--- src/sv/hbm_pkg.sv ---
// ----------------------------------------------------------------------------
// Heartbeat monitor package
// Shared types and constants of the heartbeat timeout monitor.
// ----------------------------------------------------------------------------
package hbm_pkg;

	localparam int MAX_UNITS  = 8;
	localparam int ID_W       = 8;
	localparam int TIME_W     = 32;
	localparam int TIMEOUT_W  = 16;
	localparam int COUNT_W    = 4;
	localparam int CFG_IDX_W  = 3;
	localparam int CFG_DATA_W = 64;

	localparam logic MODE_RECEIVE = 1'b0;
	localparam logic MODE_TICK    = 1'b1;

	typedef enum logic [CFG_IDX_W-1:0] {
		CFG_ACTIVE_UNITS = 3'd0,
		CFG_UNIT_IDS     = 3'd1,
		CFG_TIMEOUTS_LO  = 3'd2,
		CFG_TIMEOUTS_HI  = 3'd3,
		CFG_REPORT_MODE  = 3'd4
	} cfg_reg_t;

	typedef enum logic [1:0] {
		ST_IDLE,
		ST_SCAN,
		ST_DONE
	} state_t;

	typedef struct packed {
		logic              mode;
		logic [ID_W-1:0]   unit_id;
		logic [TIME_W-1:0] now_ms;
	} req_item_t;

	typedef struct packed {
		logic [MAX_UNITS-1:0] connected_mask;
		logic [MAX_UNITS-1:0] report_mask;
		logic                 id_matched;
	} rsp_item_t;

endpackage

--- src/sv/hbm_req_if.sv ---
// ----------------------------------------------------------------------------
// Heartbeat monitor request channel
// Valid/ready channel carrying receive events and time ticks.
// ----------------------------------------------------------------------------
interface hbm_req_if import hbm_pkg::*; ();
	logic      valid;
	logic      ready;
	req_item_t data;

	modport source (output valid, output data, input ready);
	modport sink (input valid, input data, output ready);
endinterface

--- src/sv/hbm_rsp_if.sv ---
// ----------------------------------------------------------------------------
// Heartbeat monitor response channel
// Valid/ready channel carrying the connected and report masks.
// ----------------------------------------------------------------------------
interface hbm_rsp_if import hbm_pkg::*; ();
	logic      valid;
	logic      ready;
	rsp_item_t data;

	modport source (output valid, output data, input ready);
	modport sink (input valid, input data, output ready);
endinterface

--- src/sv/unit_heartbeat_timeout_monitor_top.sv ---
// ----------------------------------------------------------------------------
// Heartbeat timeout monitor
// Tracks link state of up to NUM_UNITS remote units by heartbeat.
//
// Channels: req takes one transaction per receive event (mode 0, unit_id,
// now_ms) or time tick (mode 1, now_ms); rsp returns one transaction per
// request with the connected mask, the report mask and id_matched.
// Configuration is a plain write port (cfg_we, cfg_index, cfg_data); a
// write of the unit count also clears all link and last-heard state.
// Operation: one compare/subtract unit walks the active entries (at most
// NUM_UNITS), one entry a cycle, then the result is registered into rsp.
// A request is accepted only while idle, so a new request is taken only
// after the previous one has finished.
// The rsp output register holds a finished result while the receiver
// stalls; the next request is still accepted and processed, and waits in
// its final step until the output register frees.
// Reset clears all configuration, link flags and last-heard times.
// ----------------------------------------------------------------------------
module unit_heartbeat_timeout_monitor_top import hbm_pkg::*; #(
	parameter int NUM_UNITS = 8
) (
	input  logic                  clk,
	input  logic                  arst_n,
	input  logic                  cfg_we,
	input  logic [CFG_IDX_W-1:0]  cfg_index,
	input  logic [CFG_DATA_W-1:0] cfg_data,
	hbm_req_if.sink               req,
	hbm_rsp_if.source             rsp
);

	localparam int IDX_W = (NUM_UNITS > 1) ? $clog2(NUM_UNITS) : 1;

	state_t state_q, state_d;

	logic [COUNT_W-1:0]          active_units_q;
	logic [MAX_UNITS*ID_W-1:0]   unit_ids_q;
	logic [2*CFG_DATA_W-1:0]     timeouts_q;
	logic                        report_mode_q;

	logic [NUM_UNITS-1:0]        link_up_q;
	logic [TIME_W-1:0]           last_heard_q [NUM_UNITS];

	req_item_t                   item_q;
	logic [IDX_W-1:0]            idx_q;
	logic [NUM_UNITS-1:0]        conn_q;
	logic [NUM_UNITS-1:0]        rep_q;
	logic                        matched_q;

	rsp_item_t                   rsp_q;
	logic                        rsp_valid_q;

	logic [COUNT_W-1:0]          units_in_use;
	logic                        accept;
	logic                        step_en;
	logic                        load_out;
	logic                        last_step;

	logic [ID_W-1:0]             entry_id;
	logic [TIMEOUT_W-1:0]        entry_timeout;
	logic [TIME_W-1:0]           entry_last;
	logic [TIME_W-1:0]           elapsed;
	logic                        hit;
	logic                        expire;
	logic                        new_link;
	logic [TIME_W-1:0]           new_last;

	assign units_in_use = (active_units_q > COUNT_W'(NUM_UNITS)) ?
		COUNT_W'(NUM_UNITS) : active_units_q;

	assign accept    = req.valid && req.ready;
	assign last_step = (COUNT_W'(idx_q) + COUNT_W'(1)) == units_in_use;

	// shared per-entry unit
	assign entry_id      = unit_ids_q[ID_W*idx_q +: ID_W];
	assign entry_timeout = timeouts_q[TIMEOUT_W*idx_q +: TIMEOUT_W];
	assign entry_last    = last_heard_q[idx_q];
	assign elapsed       = item_q.now_ms - entry_last;

	assign hit      = (item_q.mode == MODE_RECEIVE) && !matched_q &&
		(entry_id == item_q.unit_id);
	assign expire   = (item_q.mode == MODE_TICK) && link_up_q[idx_q] &&
		(elapsed > TIME_W'(entry_timeout));
	assign new_link = hit ? 1'b1 : (expire ? 1'b0 : link_up_q[idx_q]);
	assign new_last = hit ? item_q.now_ms : entry_last;

	always_comb begin
		state_d = state_q;
		case (state_q)
			ST_IDLE: begin
				if (accept) begin
					state_d = (units_in_use == '0) ? ST_DONE : ST_SCAN;
				end
			end
			ST_SCAN: begin
				if (last_step) begin
					state_d = ST_DONE;
				end
			end
			ST_DONE: begin
				if (!rsp_valid_q || rsp.ready) begin
					state_d = ST_IDLE;
				end
			end
			default: state_d = ST_IDLE;
		endcase
	end

	always_comb begin
		req.ready = 1'b0;
		step_en   = 1'b0;
		load_out  = 1'b0;
		case (state_q)
			ST_IDLE: req.ready = 1'b1;
			ST_SCAN: step_en   = 1'b1;
			ST_DONE: load_out  = !rsp_valid_q || rsp.ready;
			default: ;
		endcase
	end

	always_ff @(posedge clk or negedge arst_n) begin
		if (!arst_n) begin
			state_q <= ST_IDLE;
		end else begin
			state_q <= state_d;
		end
	end

	always_ff @(posedge clk or negedge arst_n) begin
		if (!arst_n) begin
			active_units_q <= '0;
			unit_ids_q     <= '0;
			timeouts_q     <= '0;
			report_mode_q  <= 1'b0;
		end else if (cfg_we) begin
			case (cfg_index)
				CFG_ACTIVE_UNITS: active_units_q <= cfg_data[COUNT_W-1:0];
				CFG_UNIT_IDS:     unit_ids_q <= cfg_data;
				CFG_TIMEOUTS_LO:  timeouts_q[CFG_DATA_W-1:0] <= cfg_data;
				CFG_TIMEOUTS_HI:  timeouts_q[2*CFG_DATA_W-1:CFG_DATA_W] <= cfg_data;
				CFG_REPORT_MODE:  report_mode_q <= cfg_data[0];
				default: ;
			endcase
		end
	end

	always_ff @(posedge clk or negedge arst_n) begin
		if (!arst_n) begin
			link_up_q <= '0;
			for (int i = 0; i < NUM_UNITS; i++) begin
				last_heard_q[i] <= '0;
			end
		end else if (cfg_we && (cfg_index == CFG_ACTIVE_UNITS)) begin
			link_up_q <= '0;
			for (int i = 0; i < NUM_UNITS; i++) begin
				last_heard_q[i] <= '0;
			end
		end else if (step_en) begin
			link_up_q[idx_q]    <= new_link;
			last_heard_q[idx_q] <= new_last;
		end
	end

	always_ff @(posedge clk or negedge arst_n) begin
		if (!arst_n) begin
			idx_q     <= '0;
			conn_q    <= '0;
			rep_q     <= '0;
			matched_q <= 1'b0;
		end else if (accept) begin
			idx_q     <= '0;
			conn_q    <= '0;
			rep_q     <= '0;
			matched_q <= 1'b0;
		end else if (step_en) begin
			idx_q         <= idx_q + IDX_W'(1);
			conn_q[idx_q] <= new_link;
			rep_q[idx_q]  <= !new_link && (!report_mode_q || (new_last != '0));
			matched_q     <= matched_q || hit;
		end
	end

	always_ff @(posedge clk) begin
		if (accept) begin
			item_q <= req.data;
		end
	end

	always_ff @(posedge clk or negedge arst_n) begin
		if (!arst_n) begin
			rsp_valid_q <= 1'b0;
		end else if (load_out) begin
			rsp_valid_q <= 1'b1;
		end else if (rsp.ready) begin
			rsp_valid_q <= 1'b0;
		end
	end

	// hold the result until taken
	always_ff @(posedge clk) begin
		if (load_out) begin
			rsp_q.connected_mask <= MAX_UNITS'(conn_q);
			rsp_q.report_mask    <= MAX_UNITS'(rep_q);
			rsp_q.id_matched     <= matched_q;
		end
	end

	assign rsp.valid = rsp_valid_q;
	assign rsp.data  = rsp_q;

endmodule

--- src/flat_wrapper.sv ---
// flat-port wrapper written by rule: the top's interface ports become plain ports
module unit_heartbeat_timeout_monitor_top_flat import hbm_pkg::*;
#(
	parameter int NUM_UNITS = 8
)
  (clk, arst_n, cfg_we, cfg_index, cfg_data, req_valid, req_data, req_ready, rsp_valid, rsp_data, rsp_ready);
  hbm_req_if req_i ();
  hbm_rsp_if rsp_i ();
  input  logic clk;
  input  logic arst_n;
  input  logic cfg_we;
  input  logic [CFG_IDX_W-1:0] cfg_index;
  input  logic [CFG_DATA_W-1:0] cfg_data;
  input wire logic [$bits(req_i.valid)-1:0] req_valid;
  input wire logic [$bits(req_i.data)-1:0] req_data;
  output wire logic [$bits(req_i.ready)-1:0] req_ready;
  output wire logic [$bits(rsp_i.valid)-1:0] rsp_valid;
  output wire logic [$bits(rsp_i.data)-1:0] rsp_data;
  input wire logic [$bits(rsp_i.ready)-1:0] rsp_ready;
  assign req_i.valid = req_valid;
  assign req_i.data = req_data;
  assign req_ready = req_i.ready;
  assign rsp_valid = rsp_i.valid;
  assign rsp_data = rsp_i.data;
  assign rsp_i.ready = rsp_ready;
  unit_heartbeat_timeout_monitor_top #(.NUM_UNITS(NUM_UNITS)) u_core (.clk(clk), .arst_n(arst_n), .cfg_we(cfg_we), .cfg_index(cfg_index), .cfg_data(cfg_data), .req(req_i), .rsp(rsp_i));
endmodule
--- config.mk ---
export PLATFORM = sky130hd
export DESIGN_NAME = unit_heartbeat_timeout_monitor_top_flat
export DESIGN_NICKNAME = d
export VERILOG_FILES = /design/src/sv/hbm_pkg.sv /design/src/sv/hbm_req_if.sv /design/src/sv/hbm_rsp_if.sv /design/src/sv/unit_heartbeat_timeout_monitor_top.sv /design/src/flat_wrapper.sv
export SDC_FILE = /design/constraint.sdc
export NUM_CORES = 1
export LEC_CHECK = 0
export ABC_CLOCK_PERIOD_IN_PS = 6200
export BUFFER_PORTS_ARGS = -buffer_cell sky130_fd_sc_hd__buf_2
export CORE_MARGIN = 2
export CORE_UTILIZATION = 44
export CTS_CLUSTER_SIZE = 12
export DETAILED_ROUTE_END_ITERATION = 12
export PLACE_DENSITY = 0.66
export SLEW_MARGIN = 30
export SYNTH_ARGS = -nofsm -noshare
export SYNTH_HDL_FRONTEND = slang
export SYNTH_SLANG_ARGS = --single-unit
--- constraint.sdc ---
create_clock -name clk -period 6.2 [get_ports clk]
set_clock_uncertainty 0.15 [all_clocks]
set_input_delay 0 -clock clk [delete_from_list [all_inputs] [get_ports clk]]
set_output_delay 0 -clock clk [all_outputs]
set_load 0.03 [all_outputs]
==> impl_metrics.env <==
export IMPL_grt_use_met1_pct=38.3
export IMPL_fmax_ghz=0.172
export IMPL_synthToLayoutAreaGrowth_pct=19.6
export IMPL_cpMaxStageDelayCell="dfrtp_4"
export IMPL_powerDensity_nw_per_um2=495
export IMPL_synth_top_cell_area_share_pct=44.2
export IMPL_internal_power_uw=9320
export IMPL_core_region_area_um2=61600
export IMPL_critical_path_class="reg2reg"
export IMPL_cp_max_fo=28
export IMPL_reg2reg_to="u_core.rep_q[4]$_DFFE_PN0P_"
export IMPL_cts_made_buffers=58
export IMPL_avgViaCountPerCell=6.04
export IMPL_dieArea_um2=64300
export IMPL_synth_edf_count=58
export IMPL_antenna_found_initial=2
export IMPL_yosys_warnings=0
export IMPL_async_flop_share_pct=89.3
export IMPL_clkPwrFrac_pct=21.2
export IMPL_netlist_instances=2689
export IMPL_postSynthAreaPerCell_um2=10.2
export IMPL_r2r_setup_slack_ps=380
export IMPL_cp_arrival_ps=6230
export IMPL_vias=23200
export IMPL_grtUsageMet3_pct=4.51
export IMPL_die_height_um=254
export IMPL_finalHoldViolCount=0
export IMPL_syn_num_nets=2853
export IMPL_wl_um=94400
export IMPL_combPwrFrac_pct=47.0
export IMPL_crit_buf_inv=5
export IMPL_place_congestion=0.928
export IMPL_ff2ff_path_depth=17
export IMPL_status="finished, final reports clean"
export IMPL_seqPwrFrac_pct=31.8
export IMPL_power_total_uw=16200
export IMPL_cap_violations=0
export IMPL_period_share_pct=93.9
export IMPL_p_sw_share_pct=42.6
export IMPL_ir_worst_vdd_mv=0.289
export IMPL_cts_tree="yes"
export IMPL_synth_main_ff_cell="dfrtp_1"
export IMPL_r2r_start="u_core.idx_q[0]$_DFFE_PN0P_"
export IMPL_cts_reportedPaths_clkPinSlew_ps=60
export IMPL_initial_core_util_pct=44.5
export IMPL_grt_max_degree=220
export IMPL_drive_gt1_share_pct=21.0
export IMPL_fin_tns_setup_ps=0
export IMPL_die_w_um=254
export IMPL_clock_sinks=542
export IMPL_ys_ff_latch=542
export IMPL_gr_max_usage_layer="met2"
export IMPL_netlist_top_cells_area="dfrtp_1, mux2_2, nand2_1, a21oi_1, edfxtp_1"
export IMPL_root_buffer="clkbuf_16"
export IMPL_cts_buffer_depth=3
export IMPL_crit_end="u_core.rep_q[4]$_DFFE_PN0P_"
export IMPL_yosysUniqueCellTypes=86
export IMPL_tightest_slew_ps=1000
export IMPL_first_pass_iters=6
export IMPL_wire_per_inst_um=24.6
export IMPL_use_met2_pct=48.1
export IMPL_yosysSeqAreaShare_pct=50.5
export IMPL_worst_setup_path_start_kind="register"
export IMPL_hold_depth=3
export IMPL_grt_pass1_vias=23400
export IMPL_drc_errors=0
export IMPL_max_slew_margin_pct=31.1
export IMPL_hp_class="in2reg"
export IMPL_dp_hpwl_um=61600
export IMPL_drv_slew=0
export IMPL_grtUsageTotal_pct=29.3
export IMPL_p_switching_uw=6910
export IMPL_rsz0062_at_grt="false"
export IMPL_io_buffers=131
export IMPL_cts_resized_gates=0
export IMPL_drt_iter0_drc=2589
export IMPL_synth_top_cell_by_area="dfrtp_1"
export IMPL_cp_end_kind="register"
export IMPL_period_minus_slack_ps=5820
export IMPL_n_fill_cell=5268
export IMPL_worstPathCellList="buf_12, buf_4, mux2_2, a221oi_1, o21ai_0, inv_1, ha_1, a211oi_1, o211ai_1, a21boi_0, buf_4, inv_1, a211o_1, o22ai_2, nor2_1, o41ai_1, a21o_1"
export IMPL_syn_area_um2=27400
export IMPL_cp_depth=17
export IMPL_cp_top_family="compound AO/OA/AOI/OAI gates"
export IMPL_ioPinCount=132
export IMPL_grt_overflow_total=0
export IMPL_grt_pass1_wl_um=143000
export IMPL_max_stage_delay_ps=680
export IMPL_insertion_delay_ps=650
export IMPL_finalSetupViolCount=0
export IMPL_fin_nets=3113
export IMPL_crit_required_ps=6610
export IMPL_p_leak_uw=0.0139
export IMPL_num_rows=91
export IMPL_h_tree_depth=2
export IMPL_antenna_left=0
export IMPL_startpoint="u_core.idx_q[0]$_DFFE_PN0P_"
==> synth_stat cells (20+ instances only) <==
library cell,count
o21ai_0,38
mux2i_1,55
mux4_2,35
buf_2,25
dfrtp_1,484
a21oi_1,352
nand3_1,38
ha_1,50
a22oi_1,22
clkbuf_1,149
xnor2_1,20
nor3_1,32
inv_1,26
nand2_1,536
edfxtp_1,58
nand4_1,23
a221oi_1,51
mux2_2,229
nor2_1,173
==> worst min-delay path, cell delays in order <==
cell and delay, ps:
dlygate4sd3_1 520, buf_2 120, mux2_2 130
==> layout make-up <==
class	instances	area (um^2)	share of cell area, %
clock inverter	13	129	0.393
clock buffer	92	1730	5.28
multi-input combinational	1924	12700	38.8
timing repair buffer	397	3180	9.71
inverter	26	97.6	0.298
sequential	542	13900	42.3
tap	837	1050	3.20
antenna	1	2.50	0.00764
==> worst min-delay path by stage <==
stage | from | end | slack [ps]
2_1_floorplan | arst_n | u_core.active_units_q[0]$_DFFE_PN0P_ | -450
3_3_place_gp | arst_n | u_core.last_heard_q[175]$_DFFE_PN0P_ | -80
3_5_place_dp | arst_n | u_core.last_heard_q[47]$_DFFE_PN0P_ | -70
4_1_cts | cfg_data[25] | u_core.timeouts_q[25]$_DFFE_PN0P_ | 3
5_1_grt | cfg_data[22] | u_core.timeouts_q[86]$_DFFE_PN0P_ | 30
6_report | cfg_data[45] | u_core.unit_ids_q[45]$_DFFE_PN0P_ | 20
==> stage by stage <==
step / cell area [um^2] / utilization [%] / hold WS (ps) / setup slack [ps] / std cells
after floorplan: 27400 / - / -446 / 681 / 2689
after global placement: 29200 / 47.4 / -75.5 / 328 / 3561
after detailed placement: 29200 / 47.4 / -68.5 / 161 / 3562
after CTS: 32700 / 53.1 / 3.09 / 115 / 3827
after global routing: 32800 / 53.2 / 25.1 / 168 / 3831
final: 32800 / 53.2 / 23.1 / 380 / 3832
==> power by group through the flow <==
stage               Clock (uW)  Sequential [uW]  Combinational, uW
floorplan                    0             4970               4870
global route              3620             5250               8130
finish                    3450             5160               7620
global placement             0             5160               7230
detailed placement           0             5190               7340
CTS                       3480             5140               7460
==> cell usage in the layout, fill, tap and decap left out, types with 7 or more instances in the layout <==
cell type      synthesis  final
o211ai_1              10     10
mux4_2                35     35
o22ai_1                9      9
nand3_1               38     36
ha_1                  50     50
nor4_1                16     16
nor2_1               173    169
a31oi_1               18     18
mux2_2               229    229
and3_1                15     14
clkbuf_16              0     59
a21oi_1              352    352
clkbuf_8               0     13
o41ai_1                7      7
xor2_1                 9      9
nand2b_1               8      8
clkbuf_1             149     20
a221oi_1              51     51
mux2i_1               55     55
buf_4                  6     97
a221o_1                7      7
buf_2                 25    130
a22oi_1               22     22
a22o_1                 8      8
inv_1                 26     25
dlygate4sd3_1          0    159
o21ai_1                7      7
edfxtp_1              58     58
o21ai_0               38     37
a21o_1                18     18
nor2b_1               11     10
nand4_1               23     23
nor3_1                32     27
a211oi_1              17     17
o21a_1                 7      7
nand2_1              536    535
xnor2_1               20     20
dfrtp_1              484    481
==> flip-flops by register name (all words and copies together), names as in the netlist, 3 cells and up <==
register / cells
u_core.link_up_q: 8
u_core.rep_q: 8
u_core.active_units_q: 4
u_core.rsp.data: 17
u_core.last_heard_q: 256
u_core.idx_q: 3
u_core.item_q: 41
u_core.timeouts_q: 128
u_core.conn_q: 8
u_core.unit_ids_q: 64
==> kinds of logic after synthesis <==
| kind of cell | after synthesis | synth area share [%] |
|---|---|---|
| DFF | 542 | 50.5 |
| adders and majority gates | 51 | 2.36 |
| buffers and inverters | 223 | 3.37 |
| xor gates and xnor gates | 29 | 0.927 |
| AOI/OAI and AO/OA | 639 | 14.8 |
| and+or+nand+nor | 885 | 13.6 |
| muxes | 320 | 14.4 |
==> metal layers <==
layer	routed length, um	up-vias	part of all wire [%]
met5	13	-	0.014
met4	4420	2	4.7
met3	6830	233	7.2
met2	45000	1066	48
met1	38100	11700	40
li1	-	10200	-
==> what timing repair did <==
| action | CTS | global route |
|---|---|---|
| setup endpoints to repair | 0 | 17 |
| endpoints found under the hold margin | 422 | 0 |
| buffers inserted | 0 | 1 |
| hold buffers | 160 | 0 |
Note: power is estimated with default switching activity, not from simulation.
